==> src/design/sem_pkg.sv <==
package sem_pkg;

  localparam int PIX_W   = 24;
  localparam int CHAN_W  = 8;
  localparam int SLOTS   = 4;
  localparam int ROOT_W  = 8;
  localparam int STEP_W  = 3;
  localparam int GRAD_W  = 12;
  localparam int SUM_W   = 23;
  localparam int CFG_W   = 11;
  localparam int ROW_W   = 10;
  localparam int HEIGHT_LIMIT = 1024;

  localparam logic [CFG_W-1:0] WIDTH_RESET  = 11'd640;
  localparam logic [CFG_W-1:0] HEIGHT_RESET = 11'd480;

  localparam logic REG_WIDTH  = 1'b0;
  localparam logic REG_HEIGHT = 1'b1;

  typedef struct packed {
    logic              capture;
    logic              shift;
    logic              square;
    logic              root_step;
    logic [STEP_W-1:0] root_bit;
    logic              emit;
  } cmd_t;

  typedef struct packed {
    logic [SLOTS-1:0] pending;
    logic             out_busy;
  } status_t;

endpackage

==> src/design/sem_ctrl.sv <==
module sem_ctrl (
  input  logic            clk,
  input  logic            rst,
  input  logic            in_valid,
  output logic            in_stall,
  input  sem_pkg::status_t status,
  output sem_pkg::cmd_t   cmd
);
  import sem_pkg::*;

  typedef enum logic [4:0] {
    S_IDLE  = 5'b00001,
    S_SHIFT = 5'b00010,
    S_SQ    = 5'b00100,
    S_ROOT  = 5'b01000,
    S_EMIT  = 5'b10000
  } state_t;

  state_t state, state_next;
  logic [STEP_W-1:0] step, step_next;

  always_comb begin
    state_next = state;
    step_next  = step;
    cmd        = '0;
    cmd.root_bit = step;
    unique case (state)
      S_IDLE: begin
        if (in_valid) begin
          cmd.capture = 1'b1;
          state_next  = S_SHIFT;
        end
      end
      S_SHIFT: begin
        cmd.shift  = 1'b1;
        state_next = S_SQ;
      end
      S_SQ: begin
        cmd.square = 1'b1;
        step_next  = STEP_W'(ROOT_W - 1);
        state_next = S_ROOT;
      end
      S_ROOT: begin
        cmd.root_step = 1'b1;
        if (step == '0) begin
          state_next = S_EMIT;
        end else begin
          step_next = step - 1'b1;
        end
      end
      S_EMIT: begin
        if (status.pending == '0) begin
          state_next = S_IDLE;
        end else if (!status.out_busy) begin
          cmd.emit = 1'b1;
        end
      end
      default: state_next = S_IDLE;
    endcase
  end

  always_ff @(posedge clk) begin
    if (rst) begin
      state <= S_IDLE;
      step  <= '0;
    end else begin
      state <= state_next;
      step  <= step_next;
    end
  end

  assign in_stall = (state != S_IDLE);

endmodule

==> config.mk <==
export PLATFORM = sky130hd
export DESIGN_NAME = sem_ctrl
export DESIGN_NICKNAME = d
export VERILOG_FILES = /design/src/design/sem_pkg.sv /design/src/design/sem_ctrl.sv
export SDC_FILE = /design/constraint.sdc
export NUM_CORES = 1
export LEC_CHECK = 0
export ABC_AREA = 1
export ABC_CLOCK_PERIOD_IN_PS = 1400
export BUFFER_PORTS_ARGS = -buffer_cell sky130_fd_sc_hd__buf_2
export CORE_ASPECT_RATIO = 1.2
export CORE_MARGIN = 2
export CORE_UTILIZATION = 31
export DETAILED_ROUTE_END_ITERATION = 12
export HOLD_SLACK_MARGIN = 0.05
export PLACE_DENSITY_LB_ADDON = 0.05
export SLEW_MARGIN = 40
export SYNTH_ARGS = -nofsm -noshare
export SYNTH_HDL_FRONTEND = slang
export SYNTH_SLANG_ARGS = --single-unit
==> constraint.sdc <==
create_clock -name clk -period 1.4 [get_ports clk]
set_input_delay 0.07 -clock clk [delete_from_list [all_inputs] [get_ports clk]]
set_output_delay 0.07 -clock clk [all_outputs]
set_load 0.01 [all_outputs]
==> Word-level counts from Yosys, hierarchy flattened <==
Index checks and enable logic that the tools add are counted.
W data, S select, Z words.
{ "word_totals": {"word_cells": 32, "in_bits": 8, "register_bits": 8, "output_inout_bits": 9} }
{ "classes": {"mux": 14, "reduce_logical": 5, "eq_ne": 10, "add_sub_neg": 1} }
{ "ops": {"columns": ["op", "n"], "rows": [
  ["$pmux W5 S5", 1],
  ["$mux W5", 3],
  ["$mux W1", 8],
  ["$ne A2 B2 Y1 const B", 4],
  ["$pmux W3 S2", 1],
  ["$eq A5 B1 Y1 const B", 1],
  ["$eq A5 B2 Y1 const B", 1],
  ["$eq A5 B3 Y1 const B", 1],
  ["$eq A5 B4 Y1 const B", 1],
  ["$eq A5 B5 Y1 const B", 1],
  ["$ne A5 B1 Y1 const B", 1],
  ["$logic_not A4 Y1", 1],
  ["$logic_not A3 Y1", 1],
  ["$mux W3", 1],
  ["$reduce_and A3 Y1", 1],
  ["$sub A3 B1 Y3 const B", 1],
  ["$reduce_and A2 Y1", 1],
  ["$reduce_bool A2 Y1", 1]
]} }

==> Depth between registers and ports, before layout <==
Gate-level depths: netlist of the first run.
{ "logic_depth": {"word_depth": 3, "ltp_mapped": 7, "depth_no_buf": 7} }

==> Worst setup path after synthesis of the first run <==
OpenSTA, ideal clock, no wires.
{ "synth_path": {"path_type": "register -> register", "start": "register step[0]", "end": "register state[4]", "path_stages_with_launch": 7, "t_required_ps": 1285, "path_buffers": 0, "arrival_ps": 1060, "slack_ps": 226, "path_cell_list": "dfxtp_1 inv_1 ha_1 nand2_1 nand4_4 a21oi_1 nor2_1"} }
{ "synth_between": {"elab_chain_len": 3} }
{ "synth_rtl": {"columns": ["item", "line_no", "rtl"], "rows": [
  ["start: declaration", "sem_ctrl.sv:20", "logic [STEP_W-1:0] step, step_next;"],
  ["start signal: assignment", "sem_ctrl.sv:68", "step <= step_next;"],
  ["$logic_not A3 Y1", "sem_ctrl.sv:45", "if (step == '0) begin"],
  ["$ne A2 B2 Y1 (no line)", null, null],
  ["$reduce_and A3 Y1 (no line)", null, null],
  ["end signal: assignment", "sem_ctrl.sv:67", "state <= state_next;"],
  ["end: declaration", "sem_ctrl.sv:19", "state_t state, state_next;"]
]} }
Every way passes these cells.
A chain may end at the register's enable or synchronous reset.

==> run summary, run 1 <==
Post-synth top area cell -> dfxtp_1
Avg Cell Area, Syn -> 6.79 um^2
Gr usage total -> 0.126
Average wire per standard cell -> 9.04 um
Vias per cell -> 4.35
Hold Crit Class -> input port to flip-flop
DIE AREA -> 1940 um^2
Post-synth EDFFs -> 0
Global-route wire length before repair -> 1610 um
Peak VDD IR -> 505 uV
Global route overflow -> 0
Top cells by count, synth -> nand2_1 (14), nor2_1 (14), inv_1 (13)
CTS tree -> done
Die extent in y -> 47.8 um
Worst path required time -> 1.33 ns
Synth warnings -> 0
Slowest cell on crit path -> dfxtp_2
H-tree depth -> 1
Mapped Nets -> 83
Syn Std Cell Area -> 495 um^2
Vias -> 479
Seq/Total Area, Yosys -> 0.323
Worst clock skew -> 0.00193 ns
DRC viols -> 0
Actual slew at the worst max-slew pin -> 0.160 ns
Async SR Flop Fraction -> 0
Worst Reg-to-Reg Cells -> 6
Synth Register Bits -> 8
Post-layout nets -> 105
Final Setup Violations -> 0
Hold WS -> 0.113 ns
Leakage power -> 0.358 nW
Drt initial violations -> 3
Antenna violations before repair -> 0
TritonCTS buffer count -> 3
Post-DRT Antenna Nets -> 0
PwrDens -> 943 nW/um^2
Worst-path fanout max -> 4
CTS sink cnt -> 8
Critical-path cell list -> inv_2 > nand2_1 > nor2_1 > nand3_1 > nor2_1 > buf_2
Gpl congestion -> 0.694
Worst path most repeated cell -> nor2_1
Fin. Hold Viols -> 0
I/O Buffers -> 16
Starting density of the core -> 0.338
Die width -> 40.5 um
Row count -> 15
Synth Instances -> 73
Period minus WS final -> 1.27 ns
F_max -> 788 MHz
Area of the core -> 1460 um^2
Worst setup EP type -> output port
N_diodes -> 0
Slowest Stage Delay on Critical Path -> 0.35 ns
Commonest register cell after synthesis -> dfxtp_1
Max Cap Viol -> 0
Top cells by area, synth -> dfxtp_1 (32%), nand2_1 (11%), nor2_1 (11%)
RSZ-0062 raised after global routing -> no
Status -> complete, no violations
Root Buffer -> clkbuf_4
Fin crit share -> 0.906
Post-CTS Repair Setup Buffers -> 0
Slew HR -> 0.892
Area added between synthesis and finish -> 28.0%
Clk slew on worst S/H paths -> 0.05 ns
CP Launch Type -> flip-flop
Hold depth -> 3
Synth unique cells -> 17
Critical Path AT -> 1.20 ns
Skew-Pair Late Insertion Delay -> 0.26 ns
Crit path kind -> flip-flop to output port
Layout cells sized above 1 -> 0.323
Drt pass-1 iters -> 2
IO Count -> 17
Vias in the first global route -> 415
Post-synth top area share -> 0.323
DP Wirelength -> 817 um
Wirelength, routed -> 994 um
Pins over their slew limit -> 0
Pin count of the biggest net entering global routing -> 10
Clock Path Buffers -> 2
Setup TNS Final -> 0 ns
area by class of cell:
class                           instances  area [um^2]
Multi-Input combinational cell         50          282
Inverter                               15         56.3
Clock buffer                            3         22.5
Timing Repair Buffer                   17         90.1
Sequential cell                         8          163
Tap cell                               17         21.3
Fill cell                             170          830
worst max-delay path: cells and delay by family, from the launching register on:
kind / cells / cell delay (ns)
flops: 1 / 0.35
simple gates: 4 / 0.41
buf+inv: 2 / 0.19
per-layer routing:
metal | vias up | share of wire | GRT usage | wire length [um]
li1 | 266 | - | - | -
met1 | 196 | 0.48 | 0.150 | 480
met2 | 13 | 0.43 | 0.190 | 432
met3 | 4 | 0.061 | 0.0419 | 61
met4 | 0 | 0.021 | 0.0800 | 21
met5 | - | 0 | 0 | 0
through the flow:
stage	power (mW)	cells	util	area, um^2	setup WS (ns)
global route	0.642	110	0.433	634	0.0388
global placement	0.424	106	0.408	597	0.229
CTS	0.606	110	0.430	629	0.0575
finish	0.598	110	0.433	634	0.131
floorplan	0.376	73	-	495	0.226
detailed placement	0.424	106	0.408	597	0.233
registers in the layout (all words and copies together) (netlist names):
| signal | cells |
|---|---|
| state | 5 |
| step | 3 |
final timing paths:
kind,start,endpoint,slack (ns)
hold / removal,in_valid,state[1],0.11
setup reg to reg,step[0],state[4],0.23
setup / recovery,state[3],cmd[0],0.13
hold reg to reg,step[2],step[2],0.53
report_power, final:
group	total [mW]	switching, mW	internal [mW]
logic	0.154	0.0904	0.0641
clock network	0.178	0.0799	0.0982
registers	0.266	0.0211	0.244
timing repair:
| item | in CTS | in global routing |
|---|---|---|
| endpoints found under the setup margin | 0 | 2 |
| resized for setup | 0 | 3 |
| hold buffers | 1 | 0 |
| hold endpoints to repair | 2 | 0 |
layout by cell type (no fill, tap or decap), drive strengths merged:
cell type / Yosys / final
a21oi: 3 / 3
nor2: 17 / 17
dlygate4sd3: 0 / 1
o21bai: 1 / 1
ha: 2 / 2
buf: 0 / 16
inv: 15 / 15
nand3: 8 / 8
nand4: 2 / 2
o21ai: 1 / 1
nand2: 14 / 14
nor3: 1 / 1
clkbuf: 0 / 3
dfxtp: 8 / 8
xnor2: 1 / 1
kinds of logic after synthesis:
family	synth area share
flip-flops	0.323
AO/OA/AOI/OAI	0.0555
XOR/XNOR	0.0177
AND/OR/NAND/NOR	0.439
buffers and inverters	0.114
adder cells (fa/ha/maj)	0.0505
(Power assumes the default switching activity.)
==> inputs of run 2 (changes only) <==
- GPL_TIMING_DRIVEN: default -> 0
==> run 2 against run 1 <==
  * Sequential power is essentially flat
  * Setup slack worse by 0.026 ns
  * Clock-buffer cell count unchanged
  * Wire length decreased by 0.10%
  * Via count increased by 2.7%
  * Power is 0.44% lower
  * First-iteration DRC count is 67% lower
  * Fmax is 2.0% lower
  * Non-clock buffer count unchanged
  * Sequential cell count unchanged
  * Highest routed layer unchanged
==> run summary, run 2 (same netlist as run 1, synthesis figures left out) <==
Worst setup EP type -> output port
Vias -> 492
Post-layout nets -> 105
Worst-path fanout max -> 4
Worst clock skew -> 0.00602 ns
PwrDens -> 944 nW/um^2
H-tree depth -> 1
Root Buffer -> clkbuf_4
Vias per cell -> 4.47
Gr usage total -> 0.127
Biggest regs -> state (5), step (3)
Average wire per standard cell -> 9.03 um
Slowest cell on crit path -> dfxtp_1
Worst path required time -> 1.33 ns
Slowest Stage Delay on Critical Path -> 0.36 ns
Most common cell after layout, fill and taps aside -> buf_2
Critical Path AT -> 1.23 ns
DRC viols -> 0
Layout cells sized above 1 -> 0.301
Period minus WS final -> 1.30 ns
Row count -> 15
Leakage power -> 0.356 nW
Drt pass-1 iters -> 4
Setup TNS Final -> 0 ns
Final Setup Violations -> 0
Worst path buffer plus inverter count -> 2
CP Launch Type -> flip-flop
DP Wirelength -> 815 um
Most flops, register -> state
Post-placement cell area -> 597 um^2
Fill cell count -> 165
Gpl congestion -> 0.667
F_max -> 772 MHz
RSZ-0062 raised after global routing -> no
Vias in the first global route -> 403
CTS tree -> done
Crit path kind -> flip-flop to output port
Fin. Hold Viols -> 0
Total power -> 595 uW
Fin crit share -> 0.925
Area of the core -> 1460 um^2
Kind of cell adding the most delay to the critical path -> simple AND/OR/NAND/NOR gates
Global route overflow -> 0
Hold Crit Class -> input port to flip-flop
Pin count of the biggest net entering global routing -> 10
N_diodes -> 0
Pins over their slew limit -> 0
Critical-path cell list -> inv_2 > nand2_1 > nor2_1 > nand2_1 > nor2_1 > buf_2
DIE AREA -> 1940 um^2
Drt initial violations -> 1
Actual slew at the worst max-slew pin -> 0.211 ns
Starting density of the core -> 0.338
Clk slew on worst S/H paths -> 0.06 ns
Clock Path Buffers -> 2
Fin area -> 631 um^2
Max reg flops -> 5
Worst slack, placed -> 0.204 ns
Slew HR -> 0.859
Die extent in y -> 47.8 um
Die width -> 40.5 um
Commonest cells after routing, fill and taps aside -> buf_2 (16), nor2_1 (14), nand2_1 (14)
CTS sink cnt -> 8
Status -> complete, no violations
Area added between synthesis and finish -> 27.3%
Skew-Pair Late Insertion Delay -> 0.25 ns
I/O Buffers -> 16
Post-DRT Antenna Nets -> 0
Post-CTS Repair Setup Buffers -> 0
Max Cap Viol -> 0
Peak VDD IR -> 411 uV
TritonCTS buffer count -> 3
IO Count -> 17
Global-route wire length before repair -> 1610 um
Final WS setup -> 0.105 ns
Antenna violations before repair -> 0
Wirelength, routed -> 993 um
==> run 2: cell types whose count changed in the layout (fill, tap and decap cells not counted) <==
cell | previous run | this run
nor2_2 | 2 | 1
dfxtp_1 | 6 | 7
nor2_1 | 13 | 14
dfxtp_2 | 2 | 1
==> run 2: area by class of cell <==
| cell class | count | area (um^2) | share of cell area |
|---|---|---|---|
| inverters | 15 | 56.3 | 0.0893 |
| well taps | 17 | 21.3 | 0.0337 |
| multi-input cells | 50 | 279 | 0.442 |
| clock buffers | 3 | 22.5 | 0.0357 |
| flip-flops and latches | 8 | 161 | 0.256 |
| repair buffers | 17 | 90.1 | 0.143 |
==> run 2: metal layers <==
| metal | part of all wire | global-route usage |
|---|---|---|
| met5 | 0 | 0 |
| met3 | 0.050 | 0.0279 |
| met1 | 0.44 | 0.149 |
| met4 | 0.0091 | 0.0800 |
| met2 | 0.50 | 0.203 |
==> run 2: worst paths after layout <==
| check | to | from | slack [ns] | cells after the start |
|---|---|---|---|---|
| setup / recovery | cmd[7] | state[3] | 0.10 | 6 |
| hold reg to reg | state[4] | state[4] | 0.54 | 2 |
| hold / removal | state[1] | in_valid | 0.11 | 3 |
| setup reg to reg | state[4] | step[0] | 0.21 | 6 |
==> run 2: timing repair <==
action                                  in CTS  in global routing
endpoints found under the setup margin       0                  1
resized for setup                            0                  1
hold buffers                                 1                  0
endpoints found under the hold margin        3                  0
==> run 2: worst reg2reg max path: stages, from the launching register on <==
cell and delay, ns:
dfxtp_1 0.32, inv_1 0.08, ha_1 0.20, nand2_1 0.10
nand4_4 0.16, a21oi_1 0.16, nor2_1 0.05
==> run 2: through the flow <==
step,cells,util,hold slack [ns]
after global placement,106,0.408,0.314
final,110,0.431,0.112
after detailed placement,106,0.408,0.315
after CTS,110,0.430,0.104
after global routing,110,0.431,0.148
after floorplan,73,-,0.139
==> run 2: report_power, final <==
group,switching (mW),internal (mW)
Combinational,0.0902,0.0632
Clock,0.0796,0.0982
Sequential,0.0199,0.244
==> inputs of run 3 (changes only) <==
- ABC_AREA: 1 -> default
- CORE_ASPECT_RATIO: 1.2 -> default
==> run 3 against run 2 <==
  * The run now ends with negative setup slack left
  * Power decreased by 12%
  * Clock-buffer cell count did not move
  * Register-to-register slack got worse by 0.19 ns
  * Final area is 1.8% lower
  * Sequential cell count stayed put
  * First-iteration DRC count grew to 9.0 times the previous value
  * Synthesized cell count down 26%
  * Critical endpoint is now cmd[0]
  * Highest routed layer unchanged
==> run summary, run 3 <==
Status -> complete, but fails checks
Failing checks -> negative setup slack
Synth warnings -> 0
Slowest Stage Delay on Critical Path -> 0.42 ns
CTS sink cnt -> 8
Leakage power -> 0.295 nW
Peak VDD IR -> 505 uV
Final WS setup -> -0.00403 ns
Avg Cell Area, Syn -> 8.11 um^2
Crit path kind -> flip-flop to output port
Skew-Pair Late Insertion Delay -> 0.26 ns
Global-route wire length before repair -> 1840 um
Vias -> 484
Fin. Hold Viols -> 0
Non-filler cells, final -> 91
Pins over their slew limit -> 0
Worst clock skew -> 0.00283 ns
Clock Path Buffers -> 2
Slew HR -> 0.779
Met3 Use GR -> 0.0478
Commonest register cell after synthesis -> dfxtp_1
Post-layout nets -> 88
CP Launch Type -> flip-flop
Grt peak-use layer -> met2
Die extent in y -> 41.6 um
Post-synth top area cell -> dfxtp_1
Wirelength, routed -> 1110 um
Hold WS -> 0.0692 ns
Hold Crit Class -> input port to flip-flop
Synth Instances -> 54
Gpl congestion -> 0.737
H-tree depth -> 1
Worst setup EP type -> output port
Setup TNS Final -> -0.00403 ns
Slowest cell on crit path -> or3_4
CTS Hold Bufs -> 0
Max reg flops -> 5
Top cells by count, synth -> dfxtp_1 (8), nor2_1 (6), inv_1 (4), nand3_1 (4), nor3_1 (4)
Post-synth EDFFs -> 0
Average wire per standard cell -> 12.2 um
DIE AREA -> 1730 um^2
Most common cell after layout, fill and taps aside -> buf_2
Worst Setup SP -> state[1]
Post-DRT Antenna Nets -> 0
I/O Buffers -> 16
Row count -> 13
Die width -> 41.6 um
Top cells by area, synth -> dfxtp_1 (37%), a41o_1 (6.9%), ha_1 (5.7%)
Layout cells sized above 1 -> 0.434
Post-synth top area share -> 0.366
GR Util met2 -> 0.194
Area of the core -> 1320 um^2
Async SR Flop Fraction -> 0
Pin count of the biggest net entering global routing -> 9
Commonest cells after routing, fill and taps aside -> buf_2 (16), nor2_1 (5), inv_1 (4), buf_4 (4), dfxtp_1 (4)
Synth Register Bits -> 8
Most flops, register -> state
Vias per cell -> 5.32
IO Count -> 17
Fin crit share -> 1.00
Core Util, Final -> 0.470
Area added between synthesis and finish -> 41.4%
Final Setup Violations -> 1
Placed insts -> 85
Actual slew at the worst max-slew pin -> 0.328 ns
Seq/Total Area, Yosys -> 0.366
RR Startpoint -> state[1]
Vias in the first global route -> 422
M1 GR Usage -> 0.180
Syn Std Cell Area -> 438 um^2
TritonCTS buffer count -> 3
Drt initial violations -> 9
Starting density of the core -> 0.332
Root Buffer -> clkbuf_4
Period minus WS final -> 1.40 ns
CTS tree -> done
Mapped Nets -> 64
Worst path required time -> 1.33 ns
Global route overflow -> 0
Max Cap Viol -> 0
Synth unique cells -> 21
Worst-path fanout max -> 6
Critical Path AT -> 1.33 ns
Antenna violations before repair -> 0
Count leader, synth -> dfxtp_1
Hold Startpoint -> rst
Clk slew on worst S/H paths -> 0.06 ns
Critical-path cell list -> or3_4 > nor3_2 > buf_2
N_diodes -> 0
Drt pass-1 iters -> 3
Biggest regs -> state (5), step (3)
RSZ-0062 raised after global routing -> yes
Gr usage total -> 0.143
PwrDens -> 849 nW/um^2
DRC viols -> 0
DP Wirelength -> 773 um
F_max -> 712 MHz
## run 3: cell type report
type                            instances  area [um^2]
Clock buffer                            3         22.5
Fill cell                             141          698
Multi-Input combinational cell         41          283
Timing Repair Buffer                   20          110
Inverter                                4         15.0
Tap cell                               15         18.8
Sequential cell                         8          170
## run 3: worst max-delay path: cells and delay by family (launching register included)
kind          cells  cell delay (ns)
simple gates      2             0.57
buf+inv           1             0.14
flops             1             0.35
## run 3: where the power goes
group	internal, mW	switching, mW	leakage, nW
clock	0.0987	0.0878	0.0138
sequential	0.235	0.0119	0.0667
combinational	0.0445	0.0482	0.214
## run 3: what timing repair did
item	4_1_cts	5_1_grt
pin swaps	1	2
setup endpoints to repair	4	5
resized for setup	4	7
buffers inserted	0	4
## run 3: through the flow
| step | worst slack, ns | power (mW) | instance area, um^2 |
|---|---|---|---|
| floorplan | 0.0211 | 0.302 | 439 |
| global placement | -0.0439 | 0.333 | 538 |
| detailed placement | -0.0547 | 0.334 | 538 |
| CTS | -0.0135 | 0.525 | 569 |
| global route | -0.0546 | 0.553 | 619 |
| finish | -0.00403 | 0.526 | 619 |
## run 3: cell families (layout without fill, tap and decap cells)
| family | Yosys count | in the layout | share of synthesized area |
|---|---|---|---|
| compound gates | 13 | 13 | 0.217 |
| fa+ha+maj | 2 | 2 | 0.0571 |
| buf+inv | 5 | 27 | 0.0457 |
| flops | 8 | 8 | 0.366 |
| simple gates | 26 | 26 | 0.314 |
## run 3: routing by layer
layer | part of all wire | wire length [um]
met4 | 0.035 | 39
met2 | 0.43 | 477
met3 | 0.074 | 82
met1 | 0.46 | 508
met5 | 0 | 0
## run 3: path summary, 6_finish.rpt
kind	end	slack, ns	cells past startpoint
worst max-delay path	cmd[0]	-0.004	3
worst min-delay path	state[3]	0.07	2
worst max register to register	step[2]	0.02	3
worst min register to register	step[1]	0.52	2
